$ cat src/hdl/dmp_pkg.sv
// Shared types and constants for the DNS message parser.
`timescale 1ns / 1ps
package dmp_pkg;

  localparam int MaxRes = 64;
  localparam int HdrLen = 12;

  // Result kinds
  localparam logic [4:0] K_LEN      = 5'd0;
  localparam logic [4:0] K_ID       = 5'd1;
  localparam logic [4:0] K_QR       = 5'd2;
  localparam logic [4:0] K_OPCODE   = 5'd3;
  localparam logic [4:0] K_AA       = 5'd4;
  localparam logic [4:0] K_TC       = 5'd5;
  localparam logic [4:0] K_RD       = 5'd6;
  localparam logic [4:0] K_RA       = 5'd7;
  localparam logic [4:0] K_RCODE    = 5'd8;
  localparam logic [4:0] K_QDCOUNT  = 5'd9;
  localparam logic [4:0] K_NAMECHAR = 5'd13;
  localparam logic [4:0] K_NAMEEND  = 5'd14;
  localparam logic [4:0] K_RDATA    = 5'd21;

  // Error codes
  localparam logic [1:0] E_NONE  = 2'd0;
  localparam logic [1:0] E_FWD   = 2'd1;
  localparam logic [1:0] E_EARLY = 2'd2;
  localparam logic [1:0] E_TRUNC = 2'd3;

  // Parse phases
  typedef enum logic [4:0] {
    PH_LEN_HI     = 5'd0,
    PH_LEN_LO     = 5'd1,
    PH_HEADER     = 5'd2,
    PH_NAME_START = 5'd3,
    PH_NAME_LEN   = 5'd4,
    PH_LABEL      = 5'd5,
    PH_PTR_LO     = 5'd6,
    PH_QTYPE      = 5'd15,
    PH_QCLASS     = 5'd16,
    PH_TYPE       = 5'd17,
    PH_CLASS      = 5'd18,
    PH_TTL        = 5'd19,
    PH_RDLEN      = 5'd20,
    PH_RDATA      = 5'd21,
    PH_SKIP       = 5'd22
  } phase_t;

  // One result item
  typedef struct packed {
    logic [4:0]  kind;
    logic [2:0]  section;
    logic [15:0] item_index;
    logic [31:0] value;
    logic [1:0]  error;
    logic        run_last;
    logic        message_end;
  } result_t;

  // Controller to datapath commands
  typedef struct packed {
    logic take_byte;  // apply the held input byte
    logic exp_start;  // load expansion pointer
    logic exp_step;   // consume one store byte during expansion
    logic emit_ack;   // pending result taken into output stage
  } dp_cmd_t;

  // Datapath to controller status
  typedef struct packed {
    logic need_exp;   // byte led to a pointer expansion
    logic exp_done;   // expansion finished, nameend queued
    logic emit_valid; // a result is pending
  } dp_sts_t;

endpackage

$ cat src/hdl/dmp_ctrl.sv
// Parser controller: sequences byte intake, result drain and expansion.
`timescale 1ns / 1ps
module dmp_ctrl (
  input  logic             clk,
  input  logic             rst,
  input  logic             in_fire,
  input  logic             out_free,
  input  dmp_pkg::dp_sts_t sts,
  output dmp_pkg::dp_cmd_t cmd,
  output logic             in_ready
);
  import dmp_pkg::*;

  typedef enum logic [1:0] {S_IDLE, S_DRAIN, S_EXP_RD, S_EXP} state_t;
  state_t state;

  // Decode commands from state and status
  always_comb begin
    cmd = '0;
    cmd.take_byte = in_fire;
    cmd.exp_start = in_fire && sts.need_exp;
    cmd.emit_ack  = sts.emit_valid && out_free;
    cmd.exp_step  = state == S_EXP && !sts.emit_valid;
    in_ready      = state == S_IDLE && !sts.emit_valid;
  end

  // Hold state
  always_ff @(posedge clk) begin
    if (rst) begin
      state <= S_IDLE;
    end else begin
      unique case (state)
        S_IDLE:   if (in_fire) state <= sts.need_exp ? S_EXP_RD : S_DRAIN;
        S_DRAIN:  if (!sts.emit_valid || (cmd.emit_ack && 1'b1)) state <= S_IDLE;
        S_EXP_RD: state <= S_EXP;
        S_EXP:    if (sts.exp_done) state <= S_DRAIN;
        default:  state <= S_IDLE;
      endcase
    end
  end

`ifndef SYNTHESIS
  // Input is never taken while an expansion runs
  a_no_in_exp: assert property (@(posedge clk) disable iff (rst)
    (state == S_EXP || state == S_EXP_RD) |-> !in_ready) else $error("input during expansion");
  // Expansion start always leads to the read state
  a_exp_seq: assert property (@(posedge clk) disable iff (rst)
    cmd.exp_start |=> state == S_EXP_RD) else $error("expansion sequencing");
  // Ready only with no pending result
  a_ready: assert property (@(posedge clk) disable iff (rst)
    in_ready |-> !sts.emit_valid) else $error("ready with results pending");
`endif
endmodule

$ cat config.mk
export PLATFORM = sky130hd
export DESIGN_NAME = dmp_ctrl
export DESIGN_NICKNAME = d
export VERILOG_FILES = /design/src/hdl/dmp_pkg.sv /design/src/hdl/dmp_ctrl.sv
export SDC_FILE = /design/constraint.sdc
export NUM_CORES = 1
export LEC_CHECK = 0
export BUFFER_PORTS_ARGS = -buffer_cell sky130_fd_sc_hd__buf_2
export CAP_MARGIN = 20
export CORE_AREA = 2 2 39 41
export CTS_CLUSTER_SIZE = 24
export DETAILED_ROUTE_END_ITERATION = 8
export DIE_AREA = 0 0 41 43
export PLACE_DENSITY_LB_ADDON = 0.08
export SYNTH_ARGS = -nofsm -noshare
export SYNTH_HDL_FRONTEND = slang
export SYNTH_SLANG_ARGS = --single-unit
$ cat constraint.sdc
create_clock -name clk -period 1.3 [get_ports clk]
set_input_delay 0.065 -clock clk [delete_from_list [all_inputs] [get_ports clk]]
set_output_delay 0.065 -clock clk [all_outputs]
set_load 0.01 [all_outputs]
## After elaboration in Yosys (flattened, before gate mapping)

Cells that the tools add are included.

| storage, ports and cells | value |
|---|---|
| output and inout port bits | 5 |
| logic and storage cells | 20 |
| register bits | 2 |

| operators by class | value |
|---|---|
| eq/ne operators | 6 |
| mux-type cells | 5 |
| reductions and logical operators | 8 |

Operator list:

| cell | number |
|---|---|
| $mux 2 | 4 |
| $pmux 2 s4 | 1 |
| $ne 2x2->1 const B | 3 |
| $eq 2x2->1 const B | 2 |
| $logic_and 1x1->1 | 4 |
| $reduce_and 3->1 | 1 |
| $eq 2x1->1 const B | 1 |
| $logic_not 2->1 | 1 |
| $logic_not 1->1 | 1 |
| $logic_or 1x1->1 | 1 |

## Logic depth before layout (Yosys ltp)

Gate-level depths: netlist of run 1.

| logic depth | value |
|---|---|
| depth after elaboration | 4 |
| depth in mapped cells | 2 |

## Worst setup path after synthesis of run 1

No wires, ideal clock.

| path | value |
|---|---|
| path type | flip-flop to flip-flop |
| start point | register state[0] |
| end point | register state[0] |
| setup slack | 404 ps |
| arrival | 822 ps |
| stages on the path, launching flop included | 3 |
| data required time | 1,226 ps |
| period minus slack after synthesis | 896 ps |
| cell sequence | dfxtp_1 or3b_1 a31oi_1 |

| on the way | value |
|---|---|
| word-level cells in the longest chain between the ends | 3 |

Ends and longest elaborated chain:

| element | RTL line | RTL |
|---|---|---|
| start, declared | dmp_ctrl.sv:15 | `state_t state;` |
| start signal, assigned | dmp_ctrl.sv:33 | `S_IDLE: if (in_fire) state <= sts.need_exp ? S_EXP_RD : S_DRAIN;` |
| $eq 2x1->1, or another cell as far along | dmp_ctrl.sv:32 | `unique case (state)` |
| $ne 2x2->1 (no source line) | -- |  |
| $reduce_and 3->1 (no source line) | -- |  |

Several ways; a longest one is shown, not always the timed one.
A chain may end at the register's enable or synchronous reset.

## Final worst setup path of run 1

Same ends and word-level chain as after synthesis.

==> results of run 1 <==
metal layers:
layer  share of wire  GRT usage  wire, um
met3           0.067    0.01571        24
met4               0    0.08000         0
met1            0.36    0.05112       130
met5               0          0         0
met2            0.57    0.07500       206
how the worst max path moves through the flow:
| stage | startpoint | to | slack (ns) | depth (start not counted) |
|---|---|---|---|---|
| after floorplan | state[0] | state[0] | 0.40 | 2 |
| after global placement | state[0] | state[0] | 0.37 | 2 |
| after detailed placement | state[0] | state[0] | 0.35 | 2 |
| after CTS | state[0] | cmd[1] | 0.33 | 3 |
| after global routing | state[0] | cmd[1] | 0.27 | 3 |
| final | state[0] | state[0] | 0.35 | 2 |
cell type report:
class | instances | area, um2 | share of cell area
sequential | 2 | 40.04 | 0.1893
clock buffer | 3 | 22.52 | 0.1065
tap | 16 | 20.02 | 0.09467
inverter | 1 | 3.754 | 0.01775
timing repair buffer | 11 | 55.05 | 0.2604
multi-input combinational | 11 | 70.07 | 0.3314
synth_stat cells:
| master | n | area (um2) |
|---|---|---|
| dfxtp_1 | 2 | 40.04 |
| nor3_1 | 1 | 5.000 |
| a31oi_1 | 1 | 6.260 |
| nand3b_1 | 2 | 15.01 |
| nand2_1 | 1 | 3.750 |
| nor2_1 | 1 | 3.750 |
| a21bo_2 | 1 | 10.01 |
| a21oi_1 | 1 | 5.000 |
| buf_4 | 1 | 7.510 |
| and2_1 | 2 | 12.51 |
| inv_1 | 1 | 3.750 |
| or3b_1 | 1 | 8.760 |
critical path, cell delays in order (launching register included):
cell	delay, ns
dfxtp_1	0.34
or3b_1	0.38
a31oi_1	0.16
placed cells by master (no fill, tap or decap):
master and n:
buf_2 11, a21oi_1 1, inv_1 1, and2_1 2
nand3b_1 2, dfxtp_1 2, a21bo_2 1, or3b_1 1
nand2_1 1, clkbuf_4 3, a31oi_1 1, nor2_1 1
nor3_1 1
through the flow:
step / setup slack, ns / hold WS (ns) / power [mW]
after global placement: 0.3684 / 0.2511 / 0.1144
after CTS: 0.3263 / 0.01299 / 0.2590
after detailed placement: 0.3544 / 0.2502 / 0.1138
final: 0.3500 / 0.02100 / 0.2474
after global routing: 0.2676 / 0.03128 / 0.2643
after floorplan: 0.4039 / 0.1341 / 0.09296
power breakdown:
group	switching (mW)	internal, mW	leakage, nW
registers	0.00551	0.0669	0.0165
logic	0.0178	0.0220	0.0716
clock network	0.0336	0.102	0.0138
total	0.0569	0.191	0.102
cells by family after synthesis:
kind of cell	Yosys count	share of synthesized area
buffers and inverters	2	0.09278
and+or+nand+nor	8	0.4019
DFF	2	0.3299
AOI/OAI and AO/OA	3	0.1753
==> flow_summary_export.csv, run 1 <==
group,metric,value,unit
final_layout,fin_nets,37,
synth,syn_area_per_cell,8.091,um2
synth,synth-seq-cells,2,
worst_setup_path,cp-start-kind,"register",
clock_tree,cts_tree,"built",
synth,synth_seq_area_share,0.3299,
final_layout,num-fill-cells,161,
detailed_routing,routed_wl,360,um
global_route,grt_start_max_net_pins,7,
detailed_routing,via_count,147,
clock_tree,numCtsBuffers,3,
synth,netlist_instances,15,
synth,syn_nets,22,
detailed_routing,wl_per_cell,8.182,um
final_layout,regMostFlops,"state",
die,core,0.001384,mm2
power_and_ir_drop,p_leak,0.1019,nW
hold_path,hp-class,"input port to register",
sta,slew_violations,0,
job,maxCapViolations,0,
die,die_height,43,um
worst_setup_path,cp.arrival,1.10,ns
sta,rsz0062_at_grt,"no",
die,fp-row-count,14,
placement,port_buffers,11,
placement,place_area,188.9,um2
placement,gp_congestion,0.5705,
sta,finalSetupViolations,0,
sta,worst_pin_slew,0.1750,ns
global_route,antenna_found_initial,0,
final_layout,instances_no_fill,44,
final_layout,largest_register_ffs,2,
sta,slew_headroom,0.8832,
worst_setup_path,critPathMaxFanout,6,
hold_path,hp-start,"rst",
sta,hold_violations,0,
final_layout,area.growth.synth_to_final,74.23,%
synth,yosysWarnings,0,
synth,ys_types,12,
final_layout,largest_registers,"state (2)",
placement,dp.cells,41,
sta,worst_clock_skew,0.00007667,ns
worst_setup_path,endpoint_kind,"register",
hold_path,min_to,"state[1]",
sta,fin_setup_tns,0,ns
detailed_routing,remaining_drc_errors,0,
clock_tree,cts.sinks,2,
die,die_area,0.001763,mm2
worst_setup_path,timing.rr.start,"state[0]",
detailed_routing,drt_iter0_markers,0,
clock_tree,cts_max_level,1,
die,fp.dieW,41,um
sta,fin_crit_sh,0.7308,
detailed_routing,viasPerCell,3.341,
worst_setup_path,r2r-end,"state[0]",
clock_tree,cts-root-buf,"clkbuf_4",
die,io_pins,12,
power_and_ir_drop,peakVddDrop,151.4,uV
final_layout,fin_util,0.1528,
detailed_routing,detail_route.first_pass.iterations,1,
final_layout,drive_above_1_share,0.5357,
worst_setup_path,critPathRequiredTime,1.45,ns
worst_setup_path,reg2reg_slack,0.35,ns
sta,max_freq,1.053,GHz
hold_path,holdPathStages,2,
global_route,grt_pass1_vias,169,
final_layout,antenna_cells,0,
clock_tree,clk_pin_slew_worst_paths,0.03,ns
clock_tree,clock_latency,0.22,ns
worst_setup_path,reg2reg_depth,2,
detailed_routing,antenna_left,0,
clock_tree,cts_setup_buffers,0,
global_route,overflow,0,
global_route,grt_pass1_wl,614,um
synth,mappedNetlistArea,121.4,um2
final_layout,fin_area,211.5,um2
sta,period_needed,0.9500,ns
die,start_util,0.08770,
worst_setup_path,crit_type,"register to register",
clock_tree,clockBufferDepth,2,
global_route,track_usage,0.05511,
run_status,outcome,"finished, final reports clean",
clock_tree,cts_hold_buf,0,
power_and_ir_drop,powerDensity,1170,mW/mm2
clock_tree,cts_resized,0,
Power figures use the tool's default switching activity.
==> run 2: changes to the inputs <==
Clock period 1.3 ns to 0.8 ns, I/O delays scaled along.
==> flow_summary_export.csv, run 2 (synthesis results as in run 1) <==
group,metric,value,unit
run_status,outcome,"finished, violations left",
run_status,violations,"setup timing",
sta,finalSetupViolations,4,
power_and_ir_drop,p_leak,0.1213,nW
power_and_ir_drop,power.share.clock,0.508,
final_layout,fin_nets,40,
detailed_routing,detail_route.first_pass.iterations,2,
detailed_routing,antenna_left,0,
worst_setup_path,cp.arrival,1.09,ns
die,die_height,43,um
global_route,overflow,0,
sta,period_needed,0.9596,ns
power_and_ir_drop,p_comb_frac,0.222,
detailed_routing,remaining_drc_errors,0,
worst_setup_path,r2r-end,"state[0]",
sta,worst_slack,-0.1596,ns
clock_tree,cts_setup_buffers,0,
worst_setup_path,crit_type,"register to register",
die,core,0.001384,mm2
detailed_routing,wl_per_cell,7.979,um
power_and_ir_drop,power,0.4384,mW
placement,place_area,205.2,um2
worst_setup_path,reg2reg_depth,2,
die,fp-row-count,14,
power_and_ir_drop,sequentialPowerShare,0.271,
clock_tree,clock_latency,0.22,ns
worst_setup_path,path_cells,"or3b_1 -> a31oi_1",
die,die_area,0.001763,mm2
placement,pre_cts_ws,-0.09263,ns
final_layout,fin_area,262.8,um2
clock_tree,clockBufferDepth,2,
detailed_routing,routed_wl,375,um
sta,whs,0.09969,ns
sta,hold_violations,0,
sta,slew_violations,0,
placement,gp_congestion,0.5107,
global_route,grt_start_max_net_pins,5,
die,start_util,0.08770,
worst_setup_path,timing.rr.start,"state[0]",
job,maxCapViolations,0,
sta,worst_clock_skew,0.004395,ns
final_layout,layout_commonest_cell,"buf_2",
hold_path,hp-class,"input port to register",
sta,fin_crit_sh,1.200,
clock_tree,cts_tree,"built",
placement,hpwl,283.7,um
global_route,track_usage,0.05806,
worst_setup_path,cp-start-kind,"register",
sta,max_freq,1.042,GHz
power_and_ir_drop,power_switching,0.1053,mW
global_route,antenna_found_initial,0,
final_layout,regMostFlops,"state",
final_layout,drive_above_1_share,0.7419,
sta,fin_setup_tns,-0.4664,ns
worst_setup_path,endpoint_kind,"register",
clock_tree,cts-root-buf,"clkbuf_4",
final_layout,area.growth.synth_to_final,116.5,%
sta,rsz0062_at_grt,"yes",
power_and_ir_drop,swShare,0.2401,
final_layout,antenna_cells,0,
placement,port_buffers,11,
global_route,grt_pass1_wl,586,um
worst_setup_path,critPathRequiredTime,0.93,ns
sta,slew_headroom,0.8972,
worst_setup_path,reg2reg_slack,-0.16,ns
detailed_routing,via_count,160,
final_layout,final_cell_mix,"11 x buf_2, 3 x clkbuf_4, 2 x and2_1, 2 x nand3b_1, 2 x dfxtp_2",
final_layout,largest_registers,"state (2)",
clock_tree,cts_max_level,1,
detailed_routing,drt_iter0_markers,2,
global_route,grt_pass1_vias,156,
die,fp.dieW,41,um
clock_tree,numCtsBuffers,3,
detailed_routing,viasPerCell,3.404,
final_layout,num-fill-cells,169,
worst_setup_path,cp_slowest_stage_delay,0.37,ns
final_layout,largest_register_ffs,2,
worst_setup_path,crit_slowest_cell,"or3b_1",
sta,worst_pin_slew,0.1535,ns
clock_tree,clk_pin_slew_worst_paths,0.03,ns
worst_setup_path,critPathMaxFanout,3,
worst_setup_path,crit_path_end,"state[0]",
die,io_pins,12,
clock_tree,cts.sinks,2,
power_and_ir_drop,peakVddDrop,745.0,uV
power_and_ir_drop,cell_internal_pwr,0.3332,mW
worst_setup_path,worstSetupStartpoint,"state[0]",
power_and_ir_drop,powerDensity,1669,mW/mm2
[run 2: cell count changes in the layout (fill, tap and decap cells not counted), sizes merged]
cell and delta:
buf +2, dlygate4sd3 +1
[run 2: what timing repair did]
item | in CTS | in global routing
hold buffers | 1 | 0
pin swaps | 1 | 3
resized for setup | 4 | 3
setup endpoints to repair | 4 | 4
endpoints found under the hold margin | 2 | 0
[run 2: worst max-delay path, delay by kind of cell (launching register included)]
family	cells	cell delay [ns]
flops	1	0.32
simple gates	1	0.37
compound gates	1	0.19
[run 2: per-layer routing]
layer | vias to the layer above | share of wire | GRT usage
li1 | 84 | - | -
met1 | 73 | 0.38 | 0.04459
met2 | 3 | 0.55 | 0.07188
met3 | 0 | 0.069 | 0.06283
met4 | 0 | 0 | 0.06000
met5 | - | 0 | 0
[run 2: area by class of cell]
class / instances / area (um2) / area share
multi-input combinational: 11 / 90.09 / 0.3429
sequential: 2 / 42.54 / 0.1619
tap: 16 / 20.02 / 0.07619
timing repair buffer: 14 / 83.83 / 0.3190
clock buffer: 3 / 22.52 / 0.08571
inverter: 1 / 3.754 / 0.01429
[run 2: how the worst min path moves through the flow]
stage | from | to | slack [ns] | cells past startpoint
global placement | rst | state[0] | 0.22 | 2
global route | sts[1] | state[1] | 0.09 | 3
finish | sts[1] | state[1] | 0.1 | 3
CTS | sts[1] | state[1] | 0.09 | 3
detailed placement | rst | state[0] | 0.22 | 2
floorplan | rst | state[0] | 0.10 | 1
[run 2: power groups by stage]
stage	Clock, mW	Combinational [mW]	Sequential (mW)
finish	0.223	0.0972	0.119
global route	0.259	0.106	0.120
CTS	0.239	0.0920	0.118
detailed placement	0	0.0791	0.117
global placement	0	0.0803	0.117
floorplan	0	0.0347	0.117
[run 2: per-stage QoR]
step / utilization / cells
3_5_place_dp: 0.1483 / 43
6_report: 0.1899 / 47
5_1_grt: 0.1899 / 47
4_1_cts: 0.1826 / 47
3_3_place_gp: 0.1483 / 43
2_1_floorplan: - / 15
==> run 3: changes to the inputs <==
Settings changed: CTS_BUF_LIST set to sky130_fd_sc_hd__clkbuf_16.
==> flow_summary_export.csv, run 3 (synthesis results as in run 1) <==
group,metric,value,unit
detailed_routing,via_count,161,
global_route,track_usage,0.05506,
placement,gp_congestion,0.5107,
worst_setup_path,cp-start-kind,"register",
power_and_ir_drop,p_leak,0.1558,nW
worst_setup_path,endpoint_kind,"output port",
clock_tree,cts.sinks,2,
power_and_ir_drop,p_comb_frac,0.105,
clock_tree,cts_max_level,1,
power_and_ir_drop,power.share.clock,0.770,
detailed_routing,wl_per_cell,8.277,um
global_route,grt_start_max_net_pins,5,
hold_path,hp-class,"input port to register",
sta,hold_violations,0,
worst_setup_path,critPathRequiredTime,0.76,ns
power_and_ir_drop,powerDensity,2909,mW/mm2
die,die_height,43,um
global_route,grt_pass1_wl,565,um
hold_path,holdPathStages,3,
final_layout,largest_registers,"state (2)",
die,io_pins,12,
detailed_routing,viasPerCell,3.426,
sta,worst_pin_slew,0.1506,ns
die,start_util,0.08770,
global_route,grt_pass1_vias,153,
sta,worst_slack,-0.1382,ns
clock_tree,clock_latency,0.22,ns
detailed_routing,remaining_drc_errors,0,
die,fp.dieW,41,um
sta,finalSetupViolations,4,
detailed_routing,antenna_left,0,
power_and_ir_drop,sequentialPowerShare,0.125,
die,die_area,0.001763,mm2
power_and_ir_drop,power_switching,0.1594,mW
final_layout,fin_area,331.6,um2
sta,slew_violations,0,
run_status,violations,"setup timing",
run_status,outcome,"finished, violations left",
final_layout,layout_commonest_cell,"buf_2",
placement,port_buffers,11,
detailed_routing,drt_iter0_markers,0,
sta,fin_setup_tns,-0.4093,ns
clock_tree,cts_tree,"built",
placement,hpwl,283.7,um
sta,period_needed,0.9382,ns
worst_setup_path,critPathMaxFanout,3,
worst_setup_path,reg2reg_depth,2,
worst_setup_path,cp.arrival,0.90,ns
sta,rsz0062_at_grt,"yes",
power_and_ir_drop,peakVddDrop,1195,uV
final_layout,drive_above_1_share,0.7419,
global_route,antenna_found_initial,0,
power_and_ir_drop,cell_internal_pwr,0.8051,mW
sta,slew_headroom,0.8991,
sta,fin_crit_sh,1.173,
clock_tree,numCtsBuffers,3,
final_layout,fin_nets,40,
clock_tree,cts_setup_buffers,0,
detailed_routing,detail_route.first_pass.iterations,1,
final_layout,regMostFlops,"state",
global_route,overflow,0,
sta,max_freq,1.066,GHz
placement,place_area,205.2,um2
detailed_routing,routed_wl,389,um
die,fp-row-count,14,
power_and_ir_drop,swShare,0.1653,
die,core,0.001384,mm2
job,maxCapViolations,0,
clock_tree,clockBufferDepth,2,
final_layout,antenna_cells,0,
clock_tree,clk_pin_slew_worst_paths,0.03,ns
clock_tree,cts-root-buf,"clkbuf_16",
worst_setup_path,crit_type,"register to output port",
final_layout,largest_register_ffs,2,
final_layout,area.growth.synth_to_final,173.2,%
final_layout,final_cell_mix,"10 x buf_2, 3 x clkbuf_16",
sta,worst_clock_skew,0.004046,ns
run 3: cell counts in the layout (fill, tap and decap cells not counted):
Identical to the previous run, type by type.
run 3: worst paths after layout:
kind	from	to	slack, ns
worst max register to register	state[0]	state[0]	-0.10
worst max-delay path	state[0]	cmd[1]	-0.14
worst min register to register	state[1]	state[0]	0.53
worst min-delay path	sts[1]	state[1]	0.10
run 3: timing repair:
action                     4_1_cts  5_1_grt
pin swaps                        2        2
resized for setup                5        5
hold endpoints to repair         1        0
hold buffers                     1        0
setup endpoints to repair        4        4
run 3: final cells by class:
class | count | area (um2)
clock buffer | 3 | 75.07
fill | 159 | 1052
inverter | 1 | 3.754
timing repair buffer | 14 | 90.09
multi-input combinational | 11 | 100.1
tap | 16 | 20.02
sequential | 2 | 42.54
run 3: power by group through the flow:
stage,Combinational (mW),Sequential (mW),Clock (mW)
2_1_floorplan,0.0347,0.117,0
3_3_place_gp,0.0803,0.117,0
3_5_place_dp,0.0791,0.117,0
4_1_cts,0.0920,0.119,0.759
5_1_grt,0.109,0.121,0.769
6_report,0.102,0.120,0.742
run 3: metal layers:
metal  wire (um)  track usage
met5           0            0
met4           0      0.06000
met3          25      0.04712
met2         220      0.07500
met1         142      0.04140
run 3: per-stage QoR:
stage	worst slack [ns]	std cells	hold WS (ns)	power, mW	utilization
global route	-0.1652	47	0.1068	1.000	0.2396
floorplan	-0.03850	15	0.1020	0.1521	-
detailed placement	-0.09263	43	0.2164	0.1960	0.1483
CTS	-0.1307	47	0.09563	0.9696	0.2215
finish	-0.1382	47	0.1035	0.9645	0.2396
global placement	-0.04834	43	0.2160	0.1976	0.1483
run 3: critical path, cell delays in order (launching register included):
cell and delay (ns):
dfxtp_2 0.33, buf_6 0.11, nand2_4 0.04, nor2_4 0.09, buf_6 0.10
